$ cat src/sv/ppsd_pkg.sv
// ----------------------------------------------------------------------------
// ppsd_pkg
// Shared types and constants of the PPM-sum frame decoder.
// ----------------------------------------------------------------------------
package ppsd_pkg;

    // Field widths
    localparam int WIDTH_W    = 16;  // measured pulse width
    localparam int VALUE_W    = 12;  // captured channel value
    localparam int IDX_W      = 4;   // channel index in a frame
    localparam int COUNT_W    = 5;   // channel count of a frame
    localparam int STORE_DEPTH = 16; // most channels a frame can carry

    // Configuration port
    localparam int CFG_IDX_W  = 4;
    localparam int CFG_DATA_W = 16;

    // Register reset values
    localparam logic [15:0]        SYNC_GAP_RST = 16'd2700;
    localparam logic [11:0]        PULSE_MIN_RST = 12'd700;
    localparam logic [11:0]        PULSE_MAX_RST = 12'd2300;
    localparam logic [COUNT_W-1:0] MIN_CHAN_RST = 5'd5;

    // Register indexes
    typedef enum logic [CFG_IDX_W-1:0] {
        CFG_SYNC_GAP  = 4'd0,
        CFG_PULSE_MIN = 4'd1,
        CFG_PULSE_MAX = 4'd2,
        CFG_MIN_CHAN  = 4'd3
    } cfg_idx_t;

    // Current register contents
    typedef struct packed {
        logic [15:0]        sync_gap_us;
        logic [11:0]        pulse_min_us;
        logic [11:0]        pulse_max_us;
        logic [COUNT_W-1:0] min_channels;
    } cfg_t;

    // Input beat
    typedef struct packed {
        logic [WIDTH_W-1:0] width_us;
    } pulse_t;

    // Output beat
    typedef struct packed {
        logic [IDX_W-1:0]   channel_index;
        logic [VALUE_W-1:0] channel_value;
        logic [COUNT_W-1:0] channel_count;
        logic               last_channel;
    } chan_t;

    // Controller states
    typedef enum logic [1:0] {
        ST_IDLE,
        ST_FETCH,
        ST_SHOW
    } state_t;

endpackage

$ cat src/sv/ppsd_capture_mem.sv
// ----------------------------------------------------------------------------
// ppsd_capture_mem
// Capture store: one write port, one read port with registered read data.
// ----------------------------------------------------------------------------
module ppsd_capture_mem #(
    parameter int DEPTH  = 16,
    parameter int ADDR_W = 4
) (
    input  logic                             clk,
    input  logic                             wr_en,
    input  logic [ADDR_W-1:0]                wr_addr,
    input  logic [ppsd_pkg::VALUE_W-1:0]     wr_data,
    input  logic                             rd_en,
    input  logic [ADDR_W-1:0]                rd_addr,
    output logic [ppsd_pkg::VALUE_W-1:0]     rd_data
);

    logic [ppsd_pkg::VALUE_W-1:0] mem [DEPTH];
    logic [ppsd_pkg::VALUE_W-1:0] rd_data_reg;

    // Write the captured pulse
    always_ff @(posedge clk)
    begin
        if (wr_en)
        begin
            mem[wr_addr] <= wr_data;
        end
    end

    // Registered read of the addressed entry
    always_ff @(posedge clk)
    begin
        if (rd_en)
        begin
            rd_data_reg <= mem[rd_addr];
        end
    end

    assign rd_data = rd_data_reg;

endmodule

$ cat config.mk
export PLATFORM = sky130hd
export DESIGN_NAME = ppsd_capture_mem
export DESIGN_NICKNAME = d
export VERILOG_FILES = /design/src/sv/ppsd_pkg.sv /design/src/sv/ppsd_capture_mem.sv
export SDC_FILE = /design/constraint.sdc
export NUM_CORES = 1
export LEC_CHECK = 0
export BUFFER_PORTS_ARGS = -buffer_cell sky130_fd_sc_hd__clkbuf_2
export CELL_PAD_IN_SITES_DETAIL_PLACEMENT = 1
export CELL_PAD_IN_SITES_GLOBAL_PLACEMENT = 1
export CORE_ASPECT_RATIO = 1.1
export CORE_MARGIN = 2
export CORE_UTILIZATION = 50
export DETAILED_ROUTE_END_ITERATION = 10
export PLACE_DENSITY = 0.85
export SYNTH_ARGS = -nofsm -noshare
export SYNTH_HDL_FRONTEND = slang
export SYNTH_SLANG_ARGS = --single-unit
$ cat constraint.sdc
create_clock -name clk -period 2.3 [get_ports clk]
set_input_delay 0.345 -clock clk [delete_from_list [all_inputs] [get_ports clk]]
set_output_delay 0.345 -clock clk [all_outputs]
set_load 0.02 [all_outputs]
==> impl_metrics.csv <==
group,metric,value,unit
timing,whs,0.267,ns
setup_path,required,2.64,ns
die,die-height,134,µm
setup_path,start_kind,"input pin",
layout,fill_cells,1287,
layout,drive_gt1_share,29.1,%
layout,design_area,0.00885,mm²
layout,diodes,0,
clock_tree,cts.path.max_buffers,3,
logic_synthesis,syn_inst,329,
die,die-area,0.0165,mm²
pwr,power.switching,0.00156,W
drt,firstDrtPassIters,4,
clock_tree,clk_root_buffer_cell,"clkbuf_16",
pwr,intPower,0.00611,W
die,core,0.0151,mm²
timing,final_min_period_over_clock_period,67.4,%
clock_tree,cts-resized-gates,0,
setup_path,cp_max_fo,12,
logic_synthesis,syn_nets,352,
grt,antenna_found_initial,0,
placement,io_buffer_count,34,
grt,grt_usage,23.1,%
timing,finalSetupViolCount,0,
logic_synthesis,synthTopCellsByCount,"204 x edfxtp_1, 33 x mux4_2, 24 x a22oi_1, 15 x mux4_1",
clock_tree,cts.sinks,204,
logic_synthesis,synth_area_leader_cell,"edfxtp_1",
logic_synthesis,ys_ff_latch,204,
drt,via_per_inst,6.16,
grt,grt_max_degree,36,
die,ios,35,
hold_path,hold_class,"in2reg",
layout,stdcell_count,601,
die,die_width,122,µm
drt,vias,3702,
timing,rsz0062_at_grt,"false",
timing,fmax,645,MHz
pwr,p_per_area,867,mW/mm²
setup_path,end_kind,"flop",
logic_synthesis,synthArstFlopShare,0,%
timing,drv_slew,0,
logic_synthesis,synth-edff-count,204,
grt,gr-total-overflow,0,
logic_synthesis,ys_warn_count,0,
placement,post-dp-hpwl,10.5,mm
pwr,power_frac_comb,5.2,%
logic_synthesis,yosysMostFrequentCell,"edfxtp_1",
layout,area_growth_syn_to_layout,14.7,%
logic_synthesis,netlist_area,0.00772,mm²
pwr,power.leakage,2.92,nW
drt,antenna_left,0,
placement,dpl-instance-area,0.00825,mm²
clock_tree,postCtsSetupBuffers,0,
timing,tightest_slew,1.30,ns
pwr,power_frac_seq,55.0,%
job,drv_cap,0,
logic_synthesis,yosysSeqAreaShare,79.4,%
pwr,p_sw_share,20.3,%
clock_tree,cts_tree,"done",
timing,relSlewSlack,12.8,%
pwr,peakVddDrop,0.484,mV
die,start_util,51.3,%
timing,fin_setup_tns,0,ns
timing,finalHoldViolCount,0,
drt,wl_per_cell,29.8,µm
logic_synthesis,synthFlopType,"edfxtp_1",
pwr,clkPwrFrac,39.8,%
layout,largest_register_ffs,192,
placement,gp_congestion,0.730,
clock_tree,post_cts_hold_buffer_count,0,
drt,drtIter0Drc,293,
drt,drt_wl_total,17.9,mm
grt,grt_pass1_wl,26.4,mm
logic_synthesis,yosysTopAreaCellShare,79.4,%
clock_tree,clock_latency,0.49,ns
layout,nets,417,
clock_tree,htree_levels,1,
logic_synthesis,ys_types,17,
setup_path,critPathKind,"in2reg",
placement,dp.cells,567,
setup_path,crit_arrival,1.89,ns
timing,min_period,1.55,ns
clock_tree,clk_pin_slew,0.06,ns
timing,skew,0.00509,ns
status,status,"complete, no violations",
logic_synthesis,synthTopCellsByArea,"edfxtp_1 79%, mux4_2 9.6%, mux4_1 5.1%",
pwr,power,0.00767,W
clock_tree,numCtsBuffers,21,
drt,remaining_drc_errors,0,
logic_synthesis,synth.avg_cell_area,23.5,µm²
grt,grt_pass1_vias,4009,
die,placementRows,47,
-- power by group through the flow --
stage	Clock, W	Sequential (W)	Combinational (W)
after global routing	0.00323	0.00422	0.000430
after CTS	0.00311	0.00422	0.000406
after floorplan	0	0.00431	0.000204
after detailed placement	0	0.00430	0.000403
after global placement	0	0.00429	0.000374
final	0.00305	0.00422	0.000400
-- cell type report --
type,count,area (µm²),share of cell area (%)
Tap cell,196,245,2.77
Timing Repair Buffer,56,360,4.07
Sequential cell,204,6130,69.2
Multi-Input combinational cell,111,1520,17.1
Clock inverter,10,70.1,0.791
Clock buffer,24,537,6.06
-- critical path, cell delays in order --
cell	delay [ns]
clkbuf_2	0.10
nor2_1	0.99
a22oi_1	0.26
nand2_1	0.18
-- metrics by stage --
step           utilization, %  worst slack (ns)
3_5_place_dp             54.8             0.273
3_3_place_gp             54.8             0.361
4_1_cts                  58.8             0.724
6_report                 58.8             0.749
2_1_floorplan               -             0.255
5_1_grt                  58.8             0.657
-- final timing paths --
kind | from | to | slack [ns] | cells after the start
setup / recovery | rd_addr[2] | rd_data[7] | 0.75 | 4
hold / removal | wr_data[5] | mem[9][5] | 0.27 | 1
setup reg to reg | mem[8][7] | rd_data[7] | 0.75 | 3
hold reg to reg | mem[14][4] | rd_data[4] | 0.77 | 3
-- routing by layer --
metal / global-route usage [%] / wire (µm) / part of all wire [%]
met2: 37.4 / 9110 / 51
met3: 3.40 / 1090 / 6.1
met5: 0 / 0 / 0
met4: 6.07 / 248 / 1.4
met1: 33.3 / 7460 / 42
-- cells in the final DEF (no fill, tap or decap) --
master / Yosys / routed
mux4_2: 33 / 33
buf_2: 5 / 1
or3b_1: 1 / 1
clkbuf_16: 0 / 21
nand2b_1: 2 / 2
edfxtp_1: 204 / 204
a22oi_1: 24 / 24
mux4_1: 15 / 15
clkinv_1: 0 / 6
clkinv_2: 0 / 2
clkinvlp_4: 0 / 1
and2_1: 1 / 1
buf_4: 0 / 20
nand3_1: 1 / 1
nor2b_1: 2 / 2
nor2_1: 13 / 13
bufinv_16: 0 / 1
clkbuf_1: 6 / 3
nand2_1: 13 / 13
nand3b_1: 2 / 2
nor3_2: 0 / 4
buf_12: 2 / 2
clkbuf_2: 0 / 33
-- logic make-up after synthesis --
kind of cell | Yosys count | share of synthesized area [%]
flops | 204 | 79.4
mux | 48 | 14.7
simple gates | 39 | 2.30
compound gates | 24 | 2.33
buf+inv | 14 | 1.28
Note: power is estimated with default switching activity, not from simulation.
