File: config.mk
export PLATFORM = sky130hd
export DESIGN_NAME = ppsd_cfg_regs
export DESIGN_NICKNAME = d
export VERILOG_FILES = /design/src/sv/ppsd_pkg.sv /design/src/sv/ppsd_cfg_regs.sv
export SDC_FILE = /design/constraint.sdc
export NUM_CORES = 1
export LEC_CHECK = 0
export ABC_AREA = 1
export BUFFER_PORTS_ARGS = -buffer_cell sky130_fd_sc_hd__buf_2
export CAP_MARGIN = 10
export CORE_UTILIZATION = 45
export CTS_BUF_LIST = sky130_fd_sc_hd__clkbuf_2
export DETAILED_ROUTE_END_ITERATION = 8
export PLACE_DENSITY_LB_ADDON = 0.2
export SYNTH_ARGS = -nofsm -noshare
export SYNTH_HDL_FRONTEND = slang
export SYNTH_SLANG_ARGS = --single-unit
File: constraint.sdc
create_clock -name clk -period 0.8 [get_ports clk]
set_input_delay 0.16 -clock clk [delete_from_list [all_inputs] [get_ports clk]]
set_output_delay 0.16 -clock clk [all_outputs]
set_load 0.01 [all_outputs]
File: src/sv/ppsd_pkg.sv
// ----------------------------------------------------------------------------
// ppsd_pkg
// Shared types and constants of the PPM-sum frame decoder.
// ----------------------------------------------------------------------------
package ppsd_pkg;

    // Field widths
    localparam int WIDTH_W    = 16;  // measured pulse width
    localparam int VALUE_W    = 12;  // captured channel value
    localparam int IDX_W      = 4;   // channel index in a frame
    localparam int COUNT_W    = 5;   // channel count of a frame
    localparam int STORE_DEPTH = 16; // most channels a frame can carry

    // Configuration port
    localparam int CFG_IDX_W  = 4;
    localparam int CFG_DATA_W = 16;

    // Register reset values
    localparam logic [15:0]        SYNC_GAP_RST = 16'd2700;
    localparam logic [11:0]        PULSE_MIN_RST = 12'd700;
    localparam logic [11:0]        PULSE_MAX_RST = 12'd2300;
    localparam logic [COUNT_W-1:0] MIN_CHAN_RST = 5'd5;

    // Register indexes
    typedef enum logic [CFG_IDX_W-1:0] {
        CFG_SYNC_GAP  = 4'd0,
        CFG_PULSE_MIN = 4'd1,
        CFG_PULSE_MAX = 4'd2,
        CFG_MIN_CHAN  = 4'd3
    } cfg_idx_t;

    // Current register contents
    typedef struct packed {
        logic [15:0]        sync_gap_us;
        logic [11:0]        pulse_min_us;
        logic [11:0]        pulse_max_us;
        logic [COUNT_W-1:0] min_channels;
    } cfg_t;

    // Input beat
    typedef struct packed {
        logic [WIDTH_W-1:0] width_us;
    } pulse_t;

    // Output beat
    typedef struct packed {
        logic [IDX_W-1:0]   channel_index;
        logic [VALUE_W-1:0] channel_value;
        logic [COUNT_W-1:0] channel_count;
        logic               last_channel;
    } chan_t;

    // Controller states
    typedef enum logic [1:0] {
        ST_IDLE,
        ST_FETCH,
        ST_SHOW
    } state_t;

endpackage

File: src/sv/ppsd_cfg_regs.sv
// ----------------------------------------------------------------------------
// ppsd_cfg_regs
// Configuration register file: sync gap, pulse window and minimum channels.
// ----------------------------------------------------------------------------
module ppsd_cfg_regs (
    input  logic                              clk,
    input  logic                              rst_n,
    input  logic                              cfg_wr_en,
    input  logic [ppsd_pkg::CFG_IDX_W-1:0]    cfg_index,
    input  logic [ppsd_pkg::CFG_DATA_W-1:0]   cfg_data,
    output ppsd_pkg::cfg_t                    cfg
);

    ppsd_pkg::cfg_t cfg_reg;
    ppsd_pkg::cfg_t cfg_next;

    // Decode the write; indexes beyond the list change nothing
    always_comb
    begin
        cfg_next = cfg_reg;
        if (cfg_wr_en)
        begin
            unique case (ppsd_pkg::cfg_idx_t'(cfg_index))
                ppsd_pkg::CFG_SYNC_GAP:  cfg_next.sync_gap_us  = cfg_data;
                ppsd_pkg::CFG_PULSE_MIN: cfg_next.pulse_min_us = cfg_data[11:0];
                ppsd_pkg::CFG_PULSE_MAX: cfg_next.pulse_max_us = cfg_data[11:0];
                ppsd_pkg::CFG_MIN_CHAN:
                    cfg_next.min_channels = cfg_data[ppsd_pkg::COUNT_W-1:0];
                default: cfg_next = cfg_reg;
            endcase
        end
    end

    // Hold the registers
    always_ff @(posedge clk or negedge rst_n)
    begin
        if (!rst_n)
        begin
            cfg_reg.sync_gap_us  <= ppsd_pkg::SYNC_GAP_RST;
            cfg_reg.pulse_min_us <= ppsd_pkg::PULSE_MIN_RST;
            cfg_reg.pulse_max_us <= ppsd_pkg::PULSE_MAX_RST;
            cfg_reg.min_channels <= ppsd_pkg::MIN_CHAN_RST;
        end
        else
        begin
            cfg_reg <= cfg_next;
        end
    end

    assign cfg = cfg_reg;

endmodule

==> results of run 1 <==
Yosys cell counts:
cell type   n  area, um^2
nand4_1    45         282
buf_4       1        7.51
inv_1       1        3.75
nand3_2     1        10.0
dfrtp_1    25         626
nand2_1    91         342
buf_6       7        78.8
nor2_2      2        12.5
buf_2       9        45.0
dfstp_2    20         526
nand3_1     3        15.0
inv_2       2        7.51
per-layer routing:
layer,vias up,GRT usage (%)
met3,2,6.67
met2,79,38.5
met4,0,7.55
met5,-,0
met1,902,34.8
li1,926,-
worst register-to-register path: cells and delay by family (launching register included):
kind / cells / cell delay [ns]
buffers and inverters: 2 / 0.25
DFF: 1 / 0.44
and+or+nand+nor: 2 / 0.09
kinds of logic (layout without fill, tap and decap cells):
logic type / Yosys count / after routing / synth area share, %
and+or+nand+nor: 142 / 142 / 33.8
DFF: 45 / 45 / 58.9
buffers and inverters: 20 / 135 / 7.30
final cells by class:
class                      instances  share of cell area [%]
clock buffer                       5                   0.839
clock inverter                     3                    1.38
inverter                           3                   0.377
multi-input combinational        142                    23.5
sequential                        45                    38.6
tap                               50                    2.10
timing repair buffer             124                    33.2
what timing repair did:
item                                    CTS  global route
pin swaps                                 0             1
endpoints found under the hold margin    78             1
setup buffers                            16             6
hold buffers                             17             1
gates resized for setup                  20            16
endpoints found under the setup margin   45            50
power groups by stage:
stage	sequential (mW)	clock (mW)	combinational (mW)
after floorplan	3.40	0	0.506
after global placement	3.17	0	1.43
after detailed placement	3.16	0	1.47
after CTS	3.17	1.30	2.01
after global routing	3.25	1.41	2.40
final	3.20	1.29	2.20
through the flow:
| stage | hold slack (ns) | TNS, ns | util [%] |
|---|---|---|---|
| floorplan | -0.136 | -0.0305 | - |
| global placement | 0.157 | -8.66 | 58.6 |
| detailed placement | 0.160 | -9.43 | 58.6 |
| CTS | 0.0165 | -19.06 | 70.4 |
| global route | 0.0111 | -22.11 | 73.0 |
| finish | 0.0456 | -18.49 | 73.0 |
worst max path at each step:
stage,from,end,cells past startpoint
2_1_floorplan,cfg_index[3],cfg[1],5
3_3_place_gp,cfg_index[3],cfg[6],6
3_5_place_dp,cfg_index[3],cfg[14],6
4_1_cts,cfg[24],cfg[24],1
5_1_grt,cfg[38],cfg[38],1
6_report,cfg[38],cfg[38],1
==> summary.md, run 1 <==
| Metric | Value |
|---|---|
| Net switching component of the power | `approximately 2.1 mW` |
| Pin count of the biggest net entering global routing | `between 40 and 50` |
| Number of max-slew violations in the final report | `0` |
| Power density of the placed cells | `2240 nW/um^2` |
| Count of filler cells inserted in the layout | `~310` |
| Capture instance of the worst register-to-register path | `cfg[30]` |
| Reg-to-reg critical path startpoint | `cfg[30]` |
| Detail-routed net length per standard cell | `14.8 um` |
| Met3 routed WL | `approximately 400 um` |
| Multi-input logic area | `701 um^2` |
| Via density per instance | `5.13` |
| Source-to-sink clock delay at the later pin of the worst-skew pair | `a little over 0.4 ns` |
| Core area | `4090 um^2` |
| Post-route DRC | `0` |
| Reg2reg setup slack | `-0.06 ns` |
| Clock Pin Slew Worst Setup and Hold Paths | `0.24 ns` |
| Boundary pin count | `between 60 and 70` |
| Count of final setup violators | `53` |
| Area of placed instances | `2400 um^2` |
| Post-Syn Nets | `230` |
| Sum of routed wire length over all layers | `5500 um` |
| Series of cell instances along the critical path | `buf_6` |
| Run status | `finished, violations left` |
| Avg Synthesized Cell Area | `9.44 um^2` |
| Static leakage | `between 1.5 and 2 nW` |
| Proportion of power drawn by the clock network | `19.3%` |
| Failing checks | `setup timing` |
| Worst hold path type | `input pin to flip-flop` |
| Setup Slack @ Placement | `-0.267 ns` |
| Data arrival time at the worst-slack endpoint | `1.14 ns` |
| Share of total power consumed by net switching | `30.9%` |
| Register share of total power | `47.9%` |
| GRT Resource Usage Total | `25.1%` |
| Cell-internal power | `4.62 mW` |
| Worst IR drop on VDD | `approximately 0.0013 V` |
| Commonest non-fill, non-tap cell in the layout | `nand2_1` |
| Max Clock Freq | `a little under 800 MHz` |
| Height of the chip | `67.9 um` |
| Highest net fanout along the worst path | `2` |
| Ratio of final minimum period to clock period | `162%` |
| Number of max-cap violations | `0` |
| Worst endpoint required time | `0.64 ns` |
| Maximum root-to-sink buffer count | `2` |
| Total power of the final layout | `6.69 mW` |
| Core Rows | `23` |
| Top layer in use | `met4` |
| Gate count after technology mapping | `207` |
| Worst Max-Slew Pin Slew | `between 0.2 and 0.25 ns` |
| Number of cells on the worst reg-to-reg path | `4` |
| Slowest cell on the critical path | `dfstp_2` |
| Die Footprint | `4610 um^2` |
| Global-route wire length before repair | `~8300 um` |
| DR WL met2 | `2630 um` |
| Initial DRT Pass Iterations | `4` |
| Area of all sequential standard cells | `1150 um^2` |
| Total clock sinks | `45` |
| Routed length on met1 | `between 2000 and 2500 um` |
| Final Worst Setup Slack | `-0.497 ns` |
| Root buffer cell | `clkbuf_2` |
| Number of synthesized register bits | `45` |
| Cell area after layout | `2980 um^2` |
| Total clock buffers created by CTS | `5` |
| Delay contributed by the slowest stage of the critical path | `between 0.6 and 0.7 ns` |
| Area added between synthesis and finish | `52.7%` |
| Number of H-tree levels | `2` |
| Post-synthesis cell area | `1950 um^2` |
| Clock Skews | `0 ns` |
| Hold Path Sink | `cfg[16]` |
| Most used cells in the layout excluding fill and tap cells | `81 x nand2_1, 46 x buf_2, 45 x nand4_1` |
| Hold Path Depth | `5` |
| HPWL reported at the end of detailed placement | `3410 um` |
| Last weighted congestion value of the routability-driven placer | `0.802` |
| Via count of the first global-routing pass | `1708` |
| Type of the worst setup path | `flip-flop to output pin` |
| Kind of launch point of the worst setup path | `flip-flop` |
| DR iter-0 viols | `178` |
| Number of flip-flops under the largest register name | `45` |
| Hold Fails Final Rpt | `0` |
| Nature of the critical path endpoint | `output pin` |
| RSZ-0062 raised after global routing | `yes` |
| Total number of vias | `1909` |
| Part of the total power dissipated in combinational logic | `32.9%` |
| Worst hold path startpoint | `cfg_wr_en` |
| Headroom to the max-slew limit | `83.9%` |
| Count of cell types in the netlist | `12` |
| Non-filler instance count after layout | `372` |
| Antenna diode instance count | `0` |
| Warnings, synthesis | `0` |
| Sequential share of the synthesized area | `58.9%` |
| Quantity of I/O buffers inserted on ports | `67` |
| Share of final-layout standard cells stronger than drive strength 1 | `46.3%` |
| Min Tclk post-route | `approximately 1.3 ns` |
| Final net count | `344` |
| Antenna violations before repair | `0` |
| Buffer and inverter count on the worst path | `1` |
| Total grt overflow | `0` |
| Count of nets left with antenna violations after detail routing | `0` |
| Placed Cells | `324` |
| CTS tree | `done` |
| Starting density of the core | `a little under half` |
| Category of cells accounting for the largest share of critical-path delay | `flip-flops` |
| Die outline width | `slightly below 70 um` |
(Power assumes the default switching activity.)
==> run 2: changes to the inputs <==
- CAP_MARGIN: 10 -> 25
- clock period: 0.8 -> 1.62 ns (I/O delays scaled with it)
==> summary.md, run 2 (synthesis results as in run 1) <==
| Metric | Value |
|---|---|
| Run status | `completed` |
| Data arrival time at the worst-slack endpoint | `1.12 ns (-0.02 ns)` |
| Boundary pin count | `68 (unchanged)` |
| GRT Resource Usage Total | `22.8% (-2.3 points)` |
| Count of nets left with antenna violations after detail routing | `0 (unchanged)` |
| Worst Max-Slew Pin Slew | `0.462 ns (+0.221 ns)` |
| Last weighted congestion value of the routability-driven placer | `0.786 (-2.0%)` |
| Share of total power consumed by net switching | `33.0% (+2.1 points)` |
| Finished Core Util | `57.3% (-16 points)` |
| Post-CTS Setup Bufs | `0 (-16)` |
| Share of final-layout standard cells stronger than drive strength 1 | `39.2% (-7.1 points)` |
| Number of max-cap violations | `0 (unchanged)` |
| Number of H-tree levels | `2 (unchanged)` |
| Die Footprint | `4610 um^2 (unchanged)` |
| Final net count | `295 (-14%)` |
| Most used cells in the layout excluding fill and tap cells | `91 x nand2_1, 67 x buf_2, 45 x nand4_1` |
| Worst hold path startpoint | `cfg_data[15]` |
| Core area | `4090 um^2 (unchanged)` |
| Series of cell instances along the critical path | `buf_2` |
| Max Clock Freq | `691 MHz` |
| Worst endpoint required time | `1.30 ns (+0.66 ns)` |
| DR iter-0 viols | `92 (-48%)` |
| Hold Path Sink | `cfg[44]` |
| Post-route DRC | `0 (unchanged)` |
| Via count of the first global-routing pass | `1587 (-7.1%)` |
| Count of filler cells inserted in the layout | `389 (+25%)` |
| Post-CTS resize count | `0 (-100%)` |
| Global-route wire length before repair | `7540 um (-9.5%)` |
| Antenna diode instance count | `0 (unchanged)` |
| Min Tclk post-route | `~1.4 ns` |
| HPWL reported at the end of detailed placement | `3370 um (-1.2%)` |
| Quantity of I/O buffers inserted on ports | `67 (unchanged)` |
| Maximum root-to-sink buffer count | `2 (unchanged)` |
| Hold Path Depth | `3 (-2)` |
| Clock Pin Slew Worst Setup and Hold Paths | `0.22 ns (-0.02 ns)` |
| CTS tree | `done` |
| Core Rows | `23 (unchanged)` |
| Total grt overflow | `0 (unchanged)` |
| Via density per instance | `5.27 (+2.6%)` |
| Worst hold path type | `input pin to flip-flop` |
| RSZ-0062 raised after global routing | `no` |
| Buffer and inverter count on the worst path | `1 (unchanged)` |
| Placed Cells | `314 (-3.1%)` |
| Number of cells on the worst reg-to-reg path | `2 (-2)` |
| Reg-to-reg critical path startpoint | `cfg[10]` |
| Pin count of the biggest net entering global routing | `46 (unchanged)` |
| Headroom to the max-slew limit | `69.1% (-15 points)` |
| Worst IR drop on VDD | `0.000469 V (-63%)` |
| Number of max-slew violations in the final report | `0 (unchanged)` |
| Starting density of the core | `47.8% (unchanged)` |
| Area added between synthesis and finish | `19.8%` |
| Proportion of power drawn by the clock network | `17.1% (-2.2 points)` |
| Nature of the critical path endpoint | `output pin` |
| Sum of routed wire length over all layers | `4690 um (-15%)` |
| Delay contributed by the slowest stage of the critical path | `0.59 ns (-0.02 ns)` |
| Reg2reg setup slack | `0.86 ns (+0.92 ns)` |
| Hold Fails Final Rpt | `0 (unchanged)` |
| Kind of launch point of the worst setup path | `flip-flop` |
| Total power of the final layout | `2.70 mW (-60%)` |
| Highest net fanout along the worst path | `2 (unchanged)` |
| Detail-routed net length per standard cell | `14.5 um (-1.6%)` |
| Capture instance of the worst register-to-register path | `cfg[10]` |
| Antenna violations before repair | `0 (unchanged)` |
| Ratio of final minimum period to clock period | `89.3%` |
| Static leakage | `1.29 nW (-18%)` |
| Clock Skews | `0 ns (unchanged)` |
| Source-to-sink clock delay at the later pin of the worst-skew pair | `0.40 ns (about the same)` |
| Cell-internal power | `1.81 mW (-61%)` |
| Final total negative setup slack | `0 ns (+18.49 ns)` |
| Part of the total power dissipated in combinational logic | `25.6% (-7.3 points)` |
| Commonest non-fill, non-tap cell in the layout | `nand2_1` |
| Total clock sinks | `45 (unchanged)` |
| Die outline width | `67.9 um (unchanged)` |
| Number of flip-flops under the largest register name | `45 (unchanged)` |
| Height of the chip | `67.9 um (unchanged)` |
| Total number of vias | `1701 (-11%)` |
| Initial DRT Pass Iterations | `4 (unchanged)` |
| Power density of the placed cells | `1150 nW/um^2 (-48%)` |
| Root buffer cell | `clkbuf_2` |
| Count of final setup violators | `0 (-100%)` |
| Slowest cell on the critical path | `dfstp_2` |
| Non-filler instance count after layout | `323 (-13%)` |
| Category of cells accounting for the largest share of critical-path delay | `flip-flops` |
| Net switching component of the power | `891 uW (-57%)` |
| Register share of total power | `57.2% (+9.3 points)` |
| Type of the worst setup path | `flip-flop to output pin` |
| Total clock buffers created by CTS | `5 (unchanged)` |
## run 2: changes by cell type in the layout (fill, tap and decap cells not counted), sizes merged
cell	before	now
clkbuf	5	6
bufinv	1	0
buf	106	74
clkinvlp	1	0
clkinv	1	2
dlygate4sd3	18	1
## run 2: worst max path at each step
stage,startpoint,to,depth (start not counted)
after floorplan,cfg_index[3],cfg[29],5
after global placement,cfg_index[0],cfg[15],5
after detailed placement,cfg_index[3],cfg[27],5
after CTS,cfg[38],cfg[38],1
after global routing,cfg[10],cfg[10],1
final,cfg[38],cfg[38],1
## run 2: through the flow
step                      setup WS [ns]  hold slack, ns  cell area [um^2]
after detailed placement          0.200           0.319              2290
after CTS                         0.157           0.117              2340
after global routing             0.0810          0.0788              2340
after global placement            0.243           0.320              2290
after floorplan                   0.586          0.0284              1950
final                             0.174           0.128              2340
## run 2: cell type report
class,count,area [um^2],area share (%)
tap,50,62.6,2.67
inverter,3,11.3,0.481
multi-input combinational,142,666,28.4
timing repair buffer,75,410,17.5
sequential,45,1150,49.2
clock inverter,2,10.0,0.428
clock buffer,6,30.0,1.28
## run 2: per-layer routing
metal,global-route usage (%),up-vias,wire [um]
met3,5.83,8,276
li1,-,835,-
met2,31.1,62,2090
met4,10.9,0,93
met5,0,-,0
met1,33.5,796,2230
## run 2: tightest hold or removal path, cell delays in order
cell and delay [ns]:
buf_2 0.09, nand4_1 0.07, nand2_1 0.05
## run 2: what timing repair did
item	4_1_cts	5_1_grt
setup endpoints to repair	0	0
hold buffers	1	0
endpoints found under the hold margin	25	0
## run 2: power groups by stage
stage,logic (mW),clock network [mW],registers (mW)
2_1_floorplan,0.246,0,1.68
3_3_place_gp,0.681,0,1.57
3_5_place_dp,0.703,0,1.57
4_1_cts,0.704,0.474,1.55
5_1_grt,0.788,0.538,1.58
6_report,0.693,0.463,1.55
